==> src/rtl/co2rc_pkg.sv <==
// Shared types, codes and the CRC-8 step for the CO2 sensor response checker.
package co2rc_pkg;

	// Result status codes.
	localparam logic [1:0] ST_VALID     = 2'd0;
	localparam logic [1:0] ST_NOT_READY = 2'd1;
	localparam logic [1:0] ST_CRC_ERR   = 2'd2;

	// Word index of the status word, reported when its checksum fails.
	localparam logic [1:0] WORD_STATUS  = 2'd0;

	// Byte positions inside one word.
	localparam logic [1:0] POS_HIGH     = 2'd0;
	localparam logic [1:0] POS_LOW      = 2'd1;
	localparam logic [1:0] POS_CHECK    = 2'd2;

	// Measurement word numbers.
	localparam logic [1:0] MW_CO2       = 2'd0;
	localparam logic [1:0] MW_TEMP      = 2'd1;
	localparam logic [1:0] MW_HUM       = 2'd2;

	// CRC-8 settings.
	localparam logic [7:0]  CRC_INIT    = 8'hFF;
	localparam logic [7:0]  CRC_POLY    = 8'h31;

	// Bits of the status word that hold the ready count.
	localparam logic [15:0] READY_MASK  = 16'h07FF;

	// Conversion constants.
	localparam logic [14:0] TEMP_SCALE  = 15'd17500;
	localparam logic [13:0] HUM_SCALE   = 14'd10000;
	localparam logic [15:0] TEMP_OFFSET = 16'd4500;
	localparam logic [16:0] FULL_SCALE  = 17'd65535;

	// One queued job: a finished frame outcome waiting for conversion.
	typedef struct packed {
		logic [1:0]  status;
		logic [1:0]  failed_word;
		logic [15:0] co2;
		logic [15:0] temp_word;
		logic [15:0] hum_raw;
	} job_t;

	// One CRC-8 step over a whole byte, MSB first.
	function automatic logic [7:0] crc8_update(input logic [7:0] crc, input logic [7:0] data);
		logic [7:0] v;
		v = crc ^ data;
		for (int i = 0; i < 8; i++) begin
			if (v[7]) begin
				v = {v[6:0], 1'b0} ^ CRC_POLY;
			end else begin
				v = {v[6:0], 1'b0};
			end
		end
		return v;
	endfunction

endpackage

==> src/rtl/co2rc_if.sv <==
// Valid/ready channel interfaces for received bytes and for checker results.
interface co2rc_in_if;
	logic       valid;
	logic       ready;
	logic [7:0] rx_byte;
	logic       frame_start;

	modport source (output valid, output rx_byte, output frame_start, input ready);
	modport sink (input valid, input rx_byte, input frame_start, output ready);
endinterface

interface co2rc_out_if;
	logic               valid;
	logic               ready;
	logic [1:0]         status_code;
	logic [1:0]         failed_word;
	logic [15:0]        co2_ppm;
	logic signed [14:0] temperature_centi;
	logic [13:0]        humidity_centi;

	modport source (output valid, output status_code, output failed_word, output co2_ppm,
		output temperature_centi, output humidity_centi, input ready);
	modport sink (input valid, input status_code, input failed_word, input co2_ppm,
		input temperature_centi, input humidity_centi, output ready);
endinterface

==> src/rtl/co2_sensor_response_checker_core.sv <==
// Top level of the CO2 sensor response checker.
//
// Usage:
//   rx  : one received sensor byte per beat, with frame_start set on the
//         first byte of the data-ready status word. frame_start always
//         restarts framing and drops any partial frame.
//   res : at most one result per frame: measurement valid, data not ready,
//         or checksum error with the index of the failing word.
// Throughput: one byte per cycle. The CRC-8 step is unrolled, so the front
//   end takes a byte every cycle while the job queue has room.
// Path: the job of the byte that closes a result goes through the queue
//   write, then the product stage, then the output register holding the
//   scaled values.
// Stall: while res is not taken, the back end holds its result and the
//   queue of QUEUE_DEPTH jobs keeps absorbing frames; rx.ready drops only
//   when that queue is full.
// Reset: all bytes are discarded until the first beat with frame_start set.
module co2_sensor_response_checker_core #(
	parameter int QUEUE_DEPTH = 2
) (
	input  logic        clk,
	input  logic        arst_n,
	co2rc_in_if.sink    rx,
	co2rc_out_if.source res
);
	import co2rc_pkg::*;

	logic  front_push;
	job_t  front_job;
	logic  q_push;
	job_t  q_din;
	logic  q_full;
	logic  q_pop;
	job_t  q_dout;
	logic  q_not_empty;

	co2rc_front u_front (
		.clk        (clk),
		.arst_n     (arst_n),
		.rx         (rx),
		.queue_full (q_full),
		.push       (front_push),
		.push_job   (front_job)
	);

	co2rc_push_reg u_push (
		.push_in  (front_push),
		.job_in   (front_job),
		.job_out  (q_din),
		.push_out (q_push)
	);

	co2rc_queue #(
		.DEPTH (QUEUE_DEPTH)
	) u_queue (
		.clk       (clk),
		.arst_n    (arst_n),
		.push      (q_push),
		.din       (q_din),
		.full      (q_full),
		.pop       (q_pop),
		.dout      (q_dout),
		.not_empty (q_not_empty)
	);

	co2rc_back u_back (
		.clk       (clk),
		.arst_n    (arst_n),
		.job       (q_dout),
		.job_valid (q_not_empty),
		.pop       (q_pop),
		.res       (res)
	);

endmodule

==> src/rtl/co2rc_front.sv <==
// Front end: frames received bytes, runs the CRC-8 and issues one job per frame outcome.
module co2rc_front (
	input  logic               clk,
	input  logic               arst_n,
	co2rc_in_if.sink           rx,
	input  logic               queue_full,
	output logic               push,
	output co2rc_pkg::job_t    push_job
);
	import co2rc_pkg::*;

	logic       meas_q;
	logic [1:0] pos_q;
	logic [1:0] wnum_q;
	logic [7:0] crc_q;
	logic [7:0] high_q;
	logic [15:0] wval_q;
	logic [15:0] co2_q;
	logic [15:0] temp_q;
	logic       disc_q;

	logic       accept;
	logic       e_meas, e_disc;
	logic [1:0] e_pos, e_wnum;
	logic [7:0] e_crc, crc_next;
	logic       n_meas, n_disc;
	logic [1:0] n_pos, n_wnum;
	logic [7:0] n_crc, n_high;
	logic [15:0] n_wval, n_co2, n_temp;
	logic       emit;
	job_t       job_c;

	// A new byte is taken whenever the queue has room.
	assign rx.ready = !queue_full;
	assign accept   = rx.valid && rx.ready;
	assign crc_next = crc8_update(e_crc, rx.rx_byte);

	// Next state for the byte at the input.
	always_comb begin
		// A frame start restarts framing with this byte as the status high byte.
		e_meas = rx.frame_start ? 1'b0 : meas_q;
		e_disc = rx.frame_start ? 1'b0 : disc_q;
		e_pos  = rx.frame_start ? POS_HIGH : pos_q;
		e_wnum = rx.frame_start ? MW_CO2 : wnum_q;
		e_crc  = rx.frame_start ? CRC_INIT : crc_q;

		n_meas = e_meas;
		n_disc = e_disc;
		n_pos  = e_pos;
		n_wnum = e_wnum;
		n_crc  = e_crc;
		n_high = high_q;
		n_wval = wval_q;
		n_co2  = co2_q;
		n_temp = temp_q;
		emit   = 1'b0;
		job_c  = '0;

		if (!e_disc) begin
			unique case (e_pos)
				POS_HIGH: begin
					n_high = rx.rx_byte;
					n_crc  = crc_next;
					n_pos  = POS_LOW;
				end
				POS_LOW: begin
					n_wval = {high_q, rx.rx_byte};
					n_crc  = crc_next;
					n_pos  = POS_CHECK;
				end
				default: begin
					// Checksum byte closes the word.
					n_pos = POS_HIGH;
					n_crc = CRC_INIT;
					if (e_crc != rx.rx_byte) begin
						emit              = 1'b1;
						n_disc            = 1'b1;
						job_c.status      = ST_CRC_ERR;
						job_c.failed_word = e_meas ? (e_wnum + 2'd1) : WORD_STATUS;
					end else if (!e_meas) begin
						if ((wval_q & READY_MASK) == '0) begin
							emit         = 1'b1;
							n_disc       = 1'b1;
							job_c.status = ST_NOT_READY;
						end else begin
							n_meas = 1'b1;
							n_wnum = MW_CO2;
						end
					end else if (e_wnum == MW_CO2) begin
						n_co2  = wval_q;
						n_wnum = MW_TEMP;
					end else if (e_wnum == MW_TEMP) begin
						n_temp = wval_q;
						n_wnum = MW_HUM;
					end else begin
						// Humidity word completes the measurement.
						emit            = 1'b1;
						n_disc          = 1'b1;
						n_meas          = 1'b0;
						n_wnum          = MW_CO2;
						job_c.status    = ST_VALID;
						job_c.co2       = co2_q;
						job_c.temp_word = temp_q;
						job_c.hum_raw   = wval_q;
					end
				end
			endcase
		end
	end

	// Framing state registers, updated on each accepted beat.
	always_ff @(posedge clk or negedge arst_n) begin
		if (!arst_n) begin
			meas_q <= 1'b0;
			pos_q  <= POS_HIGH;
			wnum_q <= MW_CO2;
			crc_q  <= CRC_INIT;
			high_q <= '0;
			wval_q <= '0;
			co2_q  <= '0;
			temp_q <= '0;
			disc_q <= 1'b1;
		end else if (accept) begin
			meas_q <= n_meas;
			pos_q  <= n_pos;
			wnum_q <= n_wnum;
			crc_q  <= n_crc;
			high_q <= n_high;
			wval_q <= n_wval;
			co2_q  <= n_co2;
			temp_q <= n_temp;
			disc_q <= n_disc;
		end
	end

	assign push     = accept && emit;
	assign push_job = job_c;

	// Every result is followed by discarding until the next frame start.
	a_disc_after_push: assert property (@(posedge clk) disable iff (!arst_n)
		push |=> disc_q)
		else $error("front: not discarding after a result");

	// A result leaves the CRC at its initial value and the position at the high byte.
	a_crc_reinit: assert property (@(posedge clk) disable iff (!arst_n)
		push |=> (crc_q == CRC_INIT) && (pos_q == POS_HIGH))
		else $error("front: CRC not reinitialized after a result");

endmodule

==> src/rtl/co2rc_queue.sv <==
// Short job queue that decouples the front end from the conversion back end.
module co2rc_queue #(
	parameter int DEPTH = 2
) (
	input  logic            clk,
	input  logic            arst_n,
	input  logic            push,
	input  co2rc_pkg::job_t din,
	output logic            full,
	input  logic            pop,
	output co2rc_pkg::job_t dout,
	output logic            not_empty
);
	import co2rc_pkg::*;

	localparam int PW = (DEPTH > 1) ? $clog2(DEPTH) : 1;
	localparam int CW = $clog2(DEPTH + 1);

	job_t          slots_q [DEPTH];
	logic [PW-1:0] wr_ptr_q;
	logic [PW-1:0] rd_ptr_q;
	logic [CW-1:0] cnt_q;

	assign full      = (cnt_q == CW'(DEPTH));
	assign not_empty = (cnt_q != '0);
	assign dout      = slots_q[rd_ptr_q];

	// Slot storage.
	always_ff @(posedge clk) begin
		if (push) begin
			slots_q[wr_ptr_q] <= din;
		end
	end

	// Pointers and fill count.
	always_ff @(posedge clk or negedge arst_n) begin
		if (!arst_n) begin
			wr_ptr_q <= '0;
			rd_ptr_q <= '0;
			cnt_q    <= '0;
		end else begin
			if (push) begin
				wr_ptr_q <= (wr_ptr_q == PW'(DEPTH - 1)) ? '0 : wr_ptr_q + 1'b1;
			end
			if (pop) begin
				rd_ptr_q <= (rd_ptr_q == PW'(DEPTH - 1)) ? '0 : rd_ptr_q + 1'b1;
			end
			if (push && !pop) begin
				cnt_q <= cnt_q + 1'b1;
			end else if (pop && !push) begin
				cnt_q <= cnt_q - 1'b1;
			end
		end
	end

	a_no_overflow: assert property (@(posedge clk) disable iff (!arst_n)
		!(push && full))
		else $error("queue: push while full");

	a_no_underflow: assert property (@(posedge clk) disable iff (!arst_n)
		pop |-> not_empty)
		else $error("queue: pop while empty");

endmodule

==> src/rtl/co2rc_back.sv <==
// Back end: scales temperature and humidity in two stages and holds the result beat.
module co2rc_back (
	input  logic            clk,
	input  logic            arst_n,
	input  co2rc_pkg::job_t job,
	input  logic            job_valid,
	output logic            pop,
	co2rc_out_if.source     res
);
	import co2rc_pkg::*;

	logic        v_s1;
	logic [1:0]  status_s1;
	logic [1:0]  fw_s1;
	logic [15:0] co2_s1;
	logic [30:0] tprod_s1;
	logic [29:0] hprod_s1;

	logic               v_s2;
	logic [1:0]         status_s2;
	logic [1:0]         fw_s2;
	logic [15:0]        co2_s2;
	logic signed [14:0] temp_s2;
	logic [13:0]        hum_s2;

	logic        load_s2;
	logic        load_s1;
	logic [14:0] t_q0, t_quo;
	logic [16:0] t_rem;
	logic [13:0] h_q0, h_quo;
	logic [16:0] h_rem;
	logic [15:0] t_cent;
	logic        is_valid;

	// Stage handshakes: each stage loads when it is empty or drains this cycle.
	assign load_s2 = v_s1 && (!v_s2 || res.ready);
	assign load_s1 = job_valid && (!v_s1 || load_s2);
	assign pop     = load_s1;

	// Stage 1: scale products.
	always_ff @(posedge clk or negedge arst_n) begin
		if (!arst_n) begin
			v_s1 <= 1'b0;
		end else if (load_s1) begin
			v_s1 <= 1'b1;
		end else if (load_s2) begin
			v_s1 <= 1'b0;
		end
	end

	always_ff @(posedge clk) begin
		if (load_s1) begin
			status_s1 <= job.status;
			fw_s1     <= job.failed_word;
			co2_s1    <= job.co2;
			tprod_s1  <= 31'(job.temp_word) * 31'(TEMP_SCALE);
			hprod_s1  <= 30'(job.hum_raw) * 30'(HUM_SCALE);
		end
	end

	// Divide by 65535: the quotient estimate p>>16 is low by at most one,
	// and the remainder estimate (p mod 65536) + (p>>16) stays below 2*65535.
	always_comb begin
		t_q0   = tprod_s1[30:16];
		t_rem  = {1'b0, tprod_s1[15:0]} + 17'(t_q0);
		t_quo  = t_q0 + 15'(t_rem >= FULL_SCALE);
		h_q0   = hprod_s1[29:16];
		h_rem  = {1'b0, hprod_s1[15:0]} + 17'(h_q0);
		h_quo  = h_q0 + 14'(h_rem >= FULL_SCALE);
		t_cent = 16'(t_quo) - TEMP_OFFSET;
		is_valid = (status_s1 == ST_VALID);
	end

	// Stage 2: output register.
	always_ff @(posedge clk or negedge arst_n) begin
		if (!arst_n) begin
			v_s2 <= 1'b0;
		end else if (load_s2) begin
			v_s2 <= 1'b1;
		end else if (res.ready) begin
			v_s2 <= 1'b0;
		end
	end

	always_ff @(posedge clk) begin
		if (load_s2) begin
			status_s2 <= status_s1;
			fw_s2     <= fw_s1;
			co2_s2    <= is_valid ? co2_s1 : '0;
			temp_s2   <= is_valid ? signed'(t_cent[14:0]) : '0;
			hum_s2    <= is_valid ? h_quo : '0;
		end
	end

	assign res.valid             = v_s2;
	assign res.status_code       = status_s2;
	assign res.failed_word       = fw_s2;
	assign res.co2_ppm           = co2_s2;
	assign res.temperature_centi = temp_s2;
	assign res.humidity_centi    = hum_s2;

	// Non-measurement results carry zero data.
	a_zero_data: assert property (@(posedge clk) disable iff (!arst_n)
		(v_s2 && (status_s2 != ST_VALID)) |->
		((co2_s2 == '0) && (temp_s2 == '0) && (hum_s2 == '0)))
		else $error("back: data fields not cleared");

	// Only checksum errors name a failing word.
	a_fw_zero: assert property (@(posedge clk) disable iff (!arst_n)
		(v_s2 && (status_s2 != ST_CRC_ERR)) |-> (fw_s2 == WORD_STATUS))
		else $error("back: failed word set without checksum error");

endmodule

==> src/rtl/co2rc_core_top_note.sv <==
// Boundary between front end and queue that normalizes the failed word field of each job.
module co2rc_push_reg (
	input  logic            push_in,
	input  co2rc_pkg::job_t job_in,
	output co2rc_pkg::job_t job_out,
	output logic            push_out
);
	import co2rc_pkg::*;

	// Passes the push straight on; the job is reformatted so that failed_word
	// is only kept for checksum errors.
	always_comb begin
		job_out = job_in;
		if (job_in.status != ST_CRC_ERR) begin
			job_out.failed_word = WORD_STATUS;
		end
	end

	assign push_out = push_in;

endmodule

==> src/flat_wrapper.sv <==
// flat-port wrapper written by rule: the top's interface ports become plain ports
module co2_sensor_response_checker_core_flat import co2rc_pkg::*;
#(
	parameter int QUEUE_DEPTH = 2
)
  (clk, arst_n, rx_valid, rx_rx_byte, rx_frame_start, rx_ready, res_valid, res_status_code, res_failed_word, res_co2_ppm, res_temperature_centi, res_humidity_centi, res_ready);
  co2rc_in_if rx_i ();
  co2rc_out_if res_i ();
  input  logic clk;
  input  logic arst_n;
  input wire logic [$bits(rx_i.valid)-1:0] rx_valid;
  input wire logic [$bits(rx_i.rx_byte)-1:0] rx_rx_byte;
  input wire logic [$bits(rx_i.frame_start)-1:0] rx_frame_start;
  output wire logic [$bits(rx_i.ready)-1:0] rx_ready;
  output wire logic [$bits(res_i.valid)-1:0] res_valid;
  output wire logic [$bits(res_i.status_code)-1:0] res_status_code;
  output wire logic [$bits(res_i.failed_word)-1:0] res_failed_word;
  output wire logic [$bits(res_i.co2_ppm)-1:0] res_co2_ppm;
  output wire logic [$bits(res_i.temperature_centi)-1:0] res_temperature_centi;
  output wire logic [$bits(res_i.humidity_centi)-1:0] res_humidity_centi;
  input wire logic [$bits(res_i.ready)-1:0] res_ready;
  assign rx_i.valid = rx_valid;
  assign rx_i.rx_byte = rx_rx_byte;
  assign rx_i.frame_start = rx_frame_start;
  assign rx_ready = rx_i.ready;
  assign res_valid = res_i.valid;
  assign res_status_code = res_i.status_code;
  assign res_failed_word = res_i.failed_word;
  assign res_co2_ppm = res_i.co2_ppm;
  assign res_temperature_centi = res_i.temperature_centi;
  assign res_humidity_centi = res_i.humidity_centi;
  assign res_i.ready = res_ready;
  co2_sensor_response_checker_core #(.QUEUE_DEPTH(QUEUE_DEPTH)) u_core (.clk(clk), .arst_n(arst_n), .rx(rx_i), .res(res_i));
endmodule
==> config.mk <==
export PLATFORM = sky130hd
export DESIGN_NAME = co2_sensor_response_checker_core_flat
export DESIGN_NICKNAME = d
export VERILOG_FILES = /design/src/rtl/co2rc_pkg.sv /design/src/rtl/co2rc_if.sv /design/src/rtl/co2_sensor_response_checker_core.sv /design/src/rtl/co2rc_front.sv /design/src/rtl/co2rc_queue.sv /design/src/rtl/co2rc_back.sv /design/src/rtl/co2rc_core_top_note.sv /design/src/flat_wrapper.sv
export SDC_FILE = /design/constraint.sdc
export NUM_CORES = 1
export LEC_CHECK = 0
export BUFFER_PORTS_ARGS = -buffer_cell sky130_fd_sc_hd__buf_2
export CORE_MARGIN = 1
export CORE_UTILIZATION = 35
export DETAILED_ROUTE_END_ITERATION = 10
export GPL_TIMING_DRIVEN = 1
export PLACE_DENSITY = 0.49
export SETUP_SLACK_MARGIN = 0.15
export SLEW_MARGIN = 20
export SYNTH_ARGS = -nofsm -noshare
export SYNTH_HDL_FRONTEND = slang
export SYNTH_SLANG_ARGS = --single-unit
export TNS_END_PERCENT = 5
==> constraint.sdc <==
create_clock -name clk -period 9.1 [get_ports clk]
set_clock_uncertainty 0.1 [all_clocks]
set_input_delay 0.91 -clock clk [delete_from_list [all_inputs] [get_ports clk]]
set_output_delay 0.91 -clock clk [all_outputs]
set_load 0.005 [all_outputs]
Word-level counts from Yosys, hierarchy flattened --
Memory sizes are Yosys's and may differ from the RTL's. Index checks and enable logic that the tools add are counted.
Storage, ports and cells: memory bits (writable) 104, register bits after elaboration 200, memories 1, input bits 13
Memories:
- u_core.u_queue.slots_q | depth 2, bits a word 52, rd ports 1, clocked after Yosys merged registers in 0, write ports 1, line co2rc_queue.sv:19 | job_t slots_q [DEPTH];
Operators by class: eq/ne operators 5, multipliers 2, $lt $le $gt $ge 2, bitwise gates (word level) 13, mux-type cells 61, reductions and logical operators 26, add/subtract/negate cells 10
Operators by type and width (count):
- 48-bit 2-to-1 mux | 4
- 52-bit 2-to-1 mux | 2
- 6-bit 2-to-1 mux | 8
- 17-bit by 16-bit greater-or-equal comparator with 1-bit output (second input constant) | 2
- 2-bit 2-to-1 mux | 17
- 16-bit by 13-bit multiplier with 29-bit output (second input constant) | 1
- 16-bit by 10-bit multiplier with 26-bit output (second input constant) | 1
- 1-bit 2-to-1 mux | 26
- 8-bit 2-to-1 mux | 3
- 3-bit inverter | 8
- 16-bit by 14-bit adder with 17-bit output | 1
- 16-bit by 15-bit adder with 17-bit output | 1
- 16-bit zero test | 1
- 15-bit by 1-bit adder with 15-bit output | 1
- 15-bit by 13-bit subtractor with 15-bit output (second input constant) | 1
- 14-bit by 1-bit adder with 14-bit output | 1
- 8-bit != test | 1
- 2-bit nonzero test | 4
- 8-bit XOR | 1
- 7-bit AND reduction | 1
- 1-bit logical AND | 6
- 2-bit zero test | 3
- 3-bit AND reduction | 2
- 6-bit AND reduction | 1
- 11 further kinds | 22

Depth between registers and ports, before layout --
Gate-level depths: netlist (run 1).
depth in word-level cells 20, depth in mapped cells 22

Cells and area by module --
From an unflattened synthesis (run 1), not the netlist that was laid out.
Second synthesis, totals: cell total of the unflattened synthesis 1610, area total of the unflattened synthesis 19796.5 µm²
Modules (own cells, without submodules):
- co2rc_back | times used 1, area each 11448.5 µm², seq. area each 3773.6 µm², cells each 1064
- co2rc_queue | times used 1, area each 4192.8 µm², seq. area each 3223.1 µm², cells each 178
- co2rc_front | times used 1, area each 3754.9 µm², seq. area each 1762.9 µm², cells each 315
- co2rc_push_reg | times used 1, area each 400.4 µm², seq. area each 0.0 µm², cells each 53

Least setup slack after synthesis (run 1) --
Ideal clock, no wire load.
path type reg2reg, start reg u_core.u_queue.rd_ptr_q, end reg u_core.u_back.tprod_s1[24] (data pin), arrival 5.584 ns, path buffers 3, clock period less this slack 5.956 ns, path slack 3.144 ns, cell stages (with the launch flop) 22, data required time 8.728 ns, path through dfrtp_1 -> clkbuf_1 -> clkbuf_1 -> mux2i_1 -> inv_1 -> ha_1 -> inv_1 -> fa_1 -> inv_1 -> ha_1 -> fa_1 -> inv_1 -> fa_1 -> inv_1 -> ha_1 -> clkbuf_1 -> a21oi_1 -> nand2_1 -> a221oi_2 -> o31ai_1 -> and4b_1 -> or4_1
On the way: word-level cells in the longest chain between the ends 2
Ends and longest elaborated chain:
- from (decl) | line co2rc_queue.sv:21 | logic [PW-1:0] rd_ptr_q;
- from (signal assigned) | line co2rc_queue.sv:46 | rd_ptr_q <= (rd_ptr_q == PW'(DEPTH - 1)) ? '0 : rd_ptr_q + 1'b1;
- memory 2 x 52 bit
- 16-bit by 13-bit multiplier with 29-bit output | line co2rc_back.sv:56 | tprod_s1 <= 31'(job.temp_word) * 31'(TEMP_SCALE);
- to (signal assigned) | line co2rc_back.sv:56
- to (decl) | line co2rc_back.sv:16 | logic [30:0] tprod_s1;
Every way passes these cells. A chain may end at the register's enable or synchronous reset.

Worst setup path in the final report (run 1) --
Same ends and word-level chain as after synthesis.

==> run metrics, run 1 <==
ys async rst share 25.00%; Vias ~11000; Starting Density 35.48%; R2R Path End u_core.u_back.tprod_s1[24]; FP Rows 85; worst-margin pin slew about 1.0 ns; # hold bufs at CTS 0; first-pass detailed-route iteration total 4; commonest cells after routing, fill and taps aside 228 x edfxtp_1, 218 x inv_1, 198 x ha_1; Starting DRT DRC Count 503; global-route wire length before repair 64530 um; Avg Synthesized Cell Area roughly 12 um^2; most common cell after layout, fill and taps aside edfxtp_1; run status finished clean; WL/cell about 17 um; Antenna Violating Nets Remaining 0; Worst EP required 9.28 ns; origin of the critical flop-to-flop path u_core.u_queue.rd_ptr_q; Worst path max stage delay approximately 0.74 ns; postcts setup bufs 0; placer congestion estimate between 0.8 and 0.9; Die H 235.6 um; Longest Clk Path Bufs 3; Final nets approximately 2000; fraction of layout cells with a size suffix above 1 14.24%; final slew viol count 0; setup_tns 0 ns; CP Max Fanout 31; CP startpoint kind flop; CTS sink count approximately 300; RSZ-0062 raised after global routing false; Setup crit end kind flop; Total Routed Length slightly below 40000 um; Clk Latency, worst-skew pair around 0.55 ns; DRC 0; Reg2Reg Setup Slack about 2.5 ns; Unique masters post-synth 74; top_reg_cell synth edfxtp_1; CTS root buf clkbuf_16; vias in the first global route approximately 12000; Num CTS Buffers 36; DP Worst Slack around 2.4 ns; reg2reg path depth 17; post-synth net total 1874; Seq/Total Area, Yosys about 46%; crit-path cells buf_4 -> mux2i_1 -> inv_1 -> ha_1 -> fa_1 -> ha_1 -> ha_1 -> inv_1 -> fa_1 -> fa_1 -> nor2b_1 -> o2111ai_1 -> a21boi_0 -> a221oi_2 -> o31ai_1 -> a21oi_1 -> or4_1; CTS tree yes; Final Hold Viols 0; Mapped Cells about 1600; H-tree levels 2; YS warnings 0; I/O pin count 64; Chip Width ~240 um; # setup viols final 0; Reg clk slew, reported paths about 0.060 ns; initial antenna violation count 0; Post-synth EDFFs 228; MaxCap Viol Count 0; post_cts resized 0; Yosys reg bits 304; largest net degree at the start of global routing 77; synth-to-layout area growth 12.52%; dpl hpwl roughly 30000 um; Mapped Area around 19000 um^2; Critical Path AT 6.77 ns; vias per cell approximately 4.8; final core occ 39.92%; number of port buffers 63; fin crit period approximately 6.6 ns; Congestion Overflow GR 0; fin crit share 72.47%; setup ws final approximately 2.5 ns; critical setup path kind reg2reg; Hold WC Path Type in2async; Achievable Freq roughly 150 MHz; n_diodes 0; GRT Util Overall 14.73%; Critical-path top delay cell dfrtp_2; Rel. slew slack 30.38%; core area roughly 54000 um^2; die area approximately 55000 um^2
[flip-flops by register name (all words and copies together) (netlist names), 16 cells and up]
| name | cells |
|---|---|
| u_core.u_back.co2_s1 | 16 |
| u_core.u_back.tprod_s1 | 29 |
| u_core.u_front.temp_q | 16 |
| u_core.u_queue.slots_q | 104 |
| u_core.u_back.res.co2_ppm | 16 |
| u_core.u_front.wval_q | 16 |
| u_core.u_front.co2_q | 16 |
| u_core.u_back.hprod_s1 | 26 |
[cell families after synthesis]
logic type                 Yosys count  synth area share (%)
AOI/OAI and AO/OA                  221                 7.595
xor gates and xnor gates            95                 4.358
adders and majority gates          280                 21.57
buffers and inverters              255                 5.144
DFF                                304                 45.88
muxes                              112                 6.625
and+or+nand+nor                    314                 8.833
[stage by stage]
stage / cells / hold WS [ns] / area [um^2]
5_1_grt: 2381 / 0.2556 / 21480
3_5_place_dp: 2315 / 0.3070 / 20220
3_3_place_gp: 2315 / 0.3119 / 20220
6_report: 2381 / 0.2408 / 21480
4_1_cts: 2380 / 0.3209 / 21460
2_1_floorplan: 1581 / 0.3003 / 19090
[per-layer routing]
metal	share of wire [%]	global-route usage (%)
met5	0	0
met4	1.7	3.724
met1	51	21.07
met3	2.6	2.216
met2	45	23.29
[cell usage after synthesis, types with 36 or more instances]
cell | n | share of area, %
a21oi_1 | 61 | 1.6
and2_1 | 76 | 2.5
dfrtp_1 | 67 | 8.8
edfxtp_1 | 228 | 36
fa_1 | 82 | 8.6
ha_1 | 198 | 13
inv_1 | 219 | 4.3
mux2_2 | 74 | 4.4
nand2_1 | 44 | 0.86
nor2_1 | 72 | 1.4
o21ai_0 | 44 | 1.2
xnor2_1 | 59 | 2.7
xor2_1 | 36 | 1.7
[worst max path at each step]
| stage | cells after the start | startpoint | endpoint | slack (ns) |
|---|---|---|---|---|
| after floorplan | 21 | u_core.u_queue.rd_ptr_q | u_core.u_back.tprod_s1[24] | 3.14 |
| after global placement | 17 | u_core.u_queue.rd_ptr_q | u_core.u_back.tprod_s1[24] | 2.46 |
| after detailed placement | 17 | u_core.u_queue.rd_ptr_q | u_core.u_back.tprod_s1[24] | 2.37 |
| after CTS | 17 | u_core.u_queue.rd_ptr_q | u_core.u_back.tprod_s1[24] | 2.35 |
| after global routing | 17 | u_core.u_queue.rd_ptr_q | u_core.u_back.tprod_s1[24] | 1.99 |
| final | 17 | u_core.u_queue.rd_ptr_q | u_core.u_back.tprod_s1[24] | 2.51 |
[critical path, delay by kind of cell (launching register included)]
| family | cells | cell delay [ns] |
|---|---|---|
| flops | 1 | 0.74 |
| simple gates | 2 | 0.70 |
| compound gates | 5 | 1.35 |
| mux | 1 | 0.34 |
| fa+ha+maj | 6 | 2.37 |
| buf+inv | 3 | 0.71 |
[final cells by class]
cell class | instances | area [um^2]
Tap cell | 696 | 870.8
Clock buffer | 48 | 1018
Fill cell | 5106 | 32330
Sequential cell | 304 | 8761
Timing Repair Buffer | 74 | 412.9
Inverter | 220 | 827.0
Clock inverter | 17 | 222.7
Multi-Input combinational cell | 1022 | 9371
Power of run 1 is not shown: default switching activity piles up to over one toggle a cycle in this logic, so the estimate is an artifact.
==> run 2: changes to the inputs <==
Settings changed: ABC_AREA set to 1.
Clock period 9.1 ns to 6.5 ns, I/O delays scaled along.
==> run 2 against run 1 <==
Utilization shrank 0.29 points. Global-route usage grew 1.7 points. Maximum frequency grew 17%. Sequential cell count is the same. Worst hold slack lost 0.20 ns. Highest routed layer unchanged. Synthesized cell count grew 34%. Final cell count grew 25%. First-iteration DRC count grew 39%. Wire length grew 16%. Critical endpoint is now u_core.u_back.tprod_s1[23]. Sequential share of layout area shrank 1.6 points.
==> run metrics, run 2 <==
run status finished clean; Worst EP required 6.70 ns; Reg2Reg Setup Slack approximately 0.86 ns; commonest cells after routing, fill and taps aside 426 x nand2_1, 378 x inv_1, 228 x edfxtp_1; critical setup path kind reg2reg; MaxCap Viol Count 0; Num CTS Buffers 38; Seq/Total Area, Yosys a little over two fifths; met1 track demand over resource approximately 22%; CTS tree yes; Synth top cells by count 427 x nand2_1, 380 x inv_1, 228 x edfxtp_1, 198 x ha_1, 158 x nor2_1; Total Routed Length roughly 46000 um; Longest Clk Path Bufs 3; Final nets 2486; Clk Latency, worst-skew pair 0.56 ns; Starting DRT DRC Count roughly 700; CP Max Fanout 16; RSZ-0062 raised after global routing false; initial antenna violation count 0; CTS root buf clkbuf_16; placer congestion estimate slightly above 0.9; GRT Max-Usage Layer met2; top_reg_cell synth edfxtp_1; Die H about 240 um; Final Hold Viols 0; CP top delay family adder cells; Starting Density between 30 and 40%; Critical-path top delay cell fa_1; dpl hpwl between 30000 and 40000 um; fraction of layout cells with a size suffix above 1 about a tenth; max reg flops about 100; vias per cell approximately 4.6; met2 GRT Util between 20 and 30%; top cell type's share of synthesized area around a third; die area around 58000 um^2; Yosys reg bits roughly 300; Post-synth EDFFs 228; WL/cell 15.51 um; core area approximately 56000 um^2; synth-to-layout area growth 12.08%; number of port buffers between 60 and 70; CP startpoint kind flop; Reg clk slew, reported paths 0.06 ns; post_cts resized 0; setup_tns 0 ns; Setup crit end kind flop; Achievable Freq 177.2 MHz; Critical Path AT 5.84 ns; YS warnings 0; post-synth net total around 2400; final slew viol count 0; worst-margin pin slew approximately 1.0 ns; Yosys top cell by area edfxtp_1; launch point of the worst path u_core.u_queue.rd_ptr_q; # setup viols final 0; Worst path max stage delay between 0.5 and 0.6 ns; fin crit share around 87%; FP Rows 87; CTS sink count about 300; Avg Synthesized Cell Area between 9 and 10 um^2; Mapped Area 19940 um^2; met3 global-route usage between 2 and 3%; largest net degree at the start of global routing 77; GRT Util Overall between 15 and 20%; # hold bufs at CTS 0; Antenna Violating Nets Remaining 0; crit-path cells inv_1 -> or2_2 -> o21ai_0 -> inv_1 -> ha_1 -> inv_1 -> fa_1 -> inv_1 -> ha_1 -> fa_1 -> inv_1 -> fa_1 -> inv_1 -> ha_1 -> a21oi_1 -> o21ai_0 -> a21oi_1 -> o21ai_0 -> a21oi_1 -> inv_1 -> nand2_1 -> nand2_1; Regs by FF count u_core.u_queue.slots_q (104), u_core.u_back.tprod_s1 (29), u_core.u_back.hprod_s1 (26); H-tree levels 2; fin crit period 5.645 ns; Mapped Cells around 2100; Biggest register u_core.u_queue.slots_q; ys async rst share between 20% and 30%; global-route wire length before repair 74830 um; postcts setup bufs 0; origin of the critical flop-to-flop path u_core.u_queue.rd_ptr_q; largest cells by area after synthesis edfxtp_1 34%, ha_1 12%, dfrtp_1 8.4%, fa_1 8.2%, nand2_1 8.0%; cell with the most instances after synthesis nand2_1; Rel. slew slack between 30% and 40%; Filler Cell Count about 5700; most used cell, CP inv_1; I/O pin count 64; Congestion Overflow GR 0; most common cell after layout, fill and taps aside nand2_1; n_diodes 0; vias in the first global route about 14000; Chip Width roughly 240 um; first-pass detailed-route iteration total 5; DRC 0; Unique masters post-synth 48; Worst Path Buf+Inv 7; Hold WC Path Type in2async; Vias approximately 14000
==> run 2: layout make-up <==
type,instances,area [um^2],share of cell area (%)
Multi-Input combinational cell,1386,9582,42.87
Sequential cell,304,8760,39.19
Inverter,384,1443,6.455
Clock buffer,49,1022,4.574
Tap cell,756,945.9,4.232
Timing Repair Buffer,79,454.2,2.032
Clock inverter,20,143.9,0.6438
==> run 2: logic make-up (layout without fill, tap and decap cells) <==
kind of cell,after synthesis,count (layout),share of synthesized area (%)
xor gates and xnor gates,52,52,2.434
AOI/OAI and AO/OA,235,235,6.306
buffers and inverters,421,532,8.150
and+or+nand+nor,819,819,18.53
adders and majority gates,280,280,20.66
DFF,304,304,43.93
==> run 2: worst reg2reg max path, stage by stage, from the launching register on <==
cell,delay (ns)
dfrtp_1,0.38
inv_1,0.25
or2_2,0.36
o21ai_0,0.16
inv_1,0.24
ha_1,0.33
inv_1,0.05
fa_1,0.49
inv_1,0.04
ha_1,0.31
fa_1,0.49
inv_1,0.05
fa_1,0.53
inv_1,0.04
ha_1,0.35
a21oi_1,0.32
o21ai_0,0.17
a21oi_1,0.14
o21ai_0,0.19
a21oi_1,0.23
inv_1,0.06
nand2_1,0.05
nand2_1,0.04
==> run 2: final timing paths <==
path                                                    end  cells past startpoint
max reg2reg                      u_core.u_back.tprod_s1[23]                     22
min reg2reg                u_core.u_back.res.failed_word[0]                      0
min                                u_core.u_front.high_q[2]                      1
max                              u_core.u_back.tprod_s1[23]                     22
max in group asynchronous           u_core.u_queue.wr_ptr_q                      1
min in group clk                    u_core.u_back.res.valid                      4
==> run 2: through the flow <==
step	hold WS (ns)	instances	utilization [%]	worst slack (ns)	area, um^2
2_1_floorplan	0.2544	2111	-	1.308	19940
3_3_place_gp	0.3048	2909	37.56	0.8682	21180
3_5_place_dp	0.3045	2909	37.56	0.8304	21180
4_1_cts	0.1939	2978	39.62	0.8001	22340
5_1_grt	0.08860	2978	39.64	0.4155	22350
6_report	0.03765	2978	39.64	0.8554	22350
==> run 2: routing by layer <==
layer	routed length (um)	vias up
met5	0	-
met4	829	0
met3	1740	46
met2	21640	208
met1	21990	6521
li1	-	7066
Power of run 2 is left out for the same reason.
==> run 3: changes to the inputs <==
Settings changed: ABC_AREA 1 to 0, SLEW_MARGIN 20 to 15.
Clock period 6.5 ns to 6.2 ns, I/O delays scaled along.
==> run 3 against run 2 <==
Non-clock buffer count up 13. Register-to-register slack got worse by 0.40 ns. Global-route usage decreased by 1.5 points. Sequential share of layout area rose by 1.5 points. Critical path type unchanged. Via count down 18%. Utilization rose by 0.39 points.
==> run metrics, run 3 (synthesis gave the netlist of run 1 again) <==
run status finished clean; Worst Path Buf+Inv 5; CP Max Fanout 9; Total Routed Length approximately 41000 um; Worst path max stage delay roughly 0.52 ns; I/O pin count 64; commonest cells after routing, fill and taps aside 228 x edfxtp_1, 218 x inv_1, 198 x ha_1; Critical-path top delay cell fa_1; CTS sink count a little over 300; Final Hold Viols 0; initial antenna violation count 0; placer congestion estimate ~0.79; number of port buffers between 60 and 70; fin crit share 92.58%; Starting DRT DRC Count ~560; Num CTS Buffers 36; Vias between 10000 and 15000; max reg flops between 100 and 150; Biggest register u_core.u_queue.slots_q; Hold WC Path Type in2async; most common cell after layout, fill and taps aside edfxtp_1; RSZ-0062 raised after global routing false; global-route wire length before repair ~65000 um; first-pass detailed-route iteration total 5; Worst EP required roughly 6.4 ns; GRT Util Overall roughly 15%; n_diodes 0; CP startpoint kind flop; Rel. slew slack between 30 and 40%; most used cell, CP inv_1; synth-to-layout area growth 12.82%; CTS tree yes; final slew viol count 0; CTS root buf clkbuf_16; fraction of layout cells with a size suffix above 1 between 15 and 20%; crit-path cells buf_4 -> mux2_2 -> ha_1 -> inv_1 -> fa_1 -> inv_1 -> ha_1 -> fa_1 -> inv_1 -> fa_1 -> inv_1 -> ha_1 -> a21oi_1 -> nand2_1 -> a221oi_2 -> o31ai_2 -> and4b_1 -> or4_1; Reg2Reg Setup Slack 0.46 ns; Regs by FF count u_core.u_queue.slots_q (104), u_core.u_back.tprod_s1 (29), u_core.u_back.hprod_s1 (26); critical setup path kind reg2reg; core area 53810 um^2; vias in the first global route between 10000 and 15000; worst-margin pin slew a little over 1 ns; Die H 235.6 um; die area about 55000 um^2; MaxCap Viol Count 0; H-tree levels 2; Critical Path AT just under 6 ns; Setup crit end kind flop; Congestion Overflow GR 0; WL/cell ~17 um; Clk Latency, worst-skew pair 0.56 ns; FP Rows between 80 and 90; Longest Clk Path Bufs 3; Final nets between 1500 and 2000; reg2reg path depth 18; fin crit period 5.740 ns; dpl hpwl 30300 um; Starting Density between 30% and 40%; # setup viols final 0; Antenna Violating Nets Remaining 0; Reg clk slew, reported paths about 0.06 ns; setup_tns 0 ns; DRC 0; CP top delay family adder cells; Chip Width 235.6 um; vias per cell roughly 4.8; origin of the critical flop-to-flop path u_core.u_queue.rd_ptr_q; largest net degree at the start of global routing 77; R2R Path End u_core.u_back.tprod_s1[24]; Achievable Freq ~170 MHz
[run 3: cell count changes in the layout (fill, tap and decap cells not counted), sizes merged, moves of 63 or more]
cell | previous run | this run
nand2 | 430 | 44
inv | 385 | 222
nor2 | 167 | 73
mux2 | 0 | 85
and2 | 1 | 76
nand3 | 96 | 24
o21ai | 108 | 45
[run 3: what timing repair did]
item / in CTS / in global routing
setup endpoints to repair: 0 / 11
buffers inserted: 0 / 7
hold buffers: 0 / 0
gates resized for setup: 0 / 7
[run 3: worst register-to-register path: cells and delay by family, from the launching register on]
kind            cells  cell delay (ns)
fa+ha+maj           6             2.53
simple gates        3             0.78
compound gates      3             0.69
flops               1             0.47
mux                 1             0.46
buf+inv             5             0.43
[run 3: cell type report]
type	instances	area, um^2
sequential	304	8761
clock inverter	19	173.9
inverter	220	827.0
clock buffer	47	973.4
tap	696	870.8
timing repair buffer	92	539.3
fill	5186	32270
multi-input combinational	1022	9397
[run 3: how the worst max path moves through the flow]
| stage | startpoint | endpoint | slack, ns | cells past startpoint |
|---|---|---|---|---|
| 5_1_grt | u_core.u_queue.rd_ptr_q | u_core.u_back.tprod_s1[24] | 0.16 | 20 |
| 3_5_place_dp | u_core.u_queue.rd_ptr_q | u_core.u_back.tprod_s1[24] | 0.24 | 16 |
| 4_1_cts | u_core.u_queue.rd_ptr_q | u_core.u_back.tprod_s1[24] | 0.20 | 16 |
| 2_1_floorplan | u_core.u_queue.rd_ptr_q | u_core.u_back.tprod_s1[24] | 0.24 | 21 |
| 6_report | u_core.u_queue.rd_ptr_q | u_core.u_back.tprod_s1[24] | 0.46 | 18 |
| 3_3_place_gp | u_core.u_queue.rd_ptr_q | u_core.u_back.hprod_s1[28] | 0.31 | 20 |
[run 3: per-stage QoR]
step / setup slack [ns] / cells / util (%) / cell area, um^2 / hold WS, ns
global route: 0.1648 / 2400 / 40.03 / 21540 / 0.2308
CTS: 0.2006 / 2393 / 39.89 / 21470 / 0.1682
finish: 0.4598 / 2400 / 40.03 / 21540 / 0.1478
floorplan: 0.2445 / 1581 / - / 19090 / 0.2244
global placement: 0.3057 / 2327 / 37.76 / 20320 / 0.3095
detailed placement: 0.2388 / 2327 / 37.76 / 20320 / 0.3119
[run 3: metal layers]
metal / track usage, % / vias to the layer above / routed length (um)
met1: 21.41 / 5494 / 20670
li1: - / 5731 / -
met3: 2.134 / 46 / 1107
met2: 23.57 / 137 / 18120
met5: 0 / - / 0
met4: 3.624 / 0 / 631
Power of run 3 is left out for the same reason.
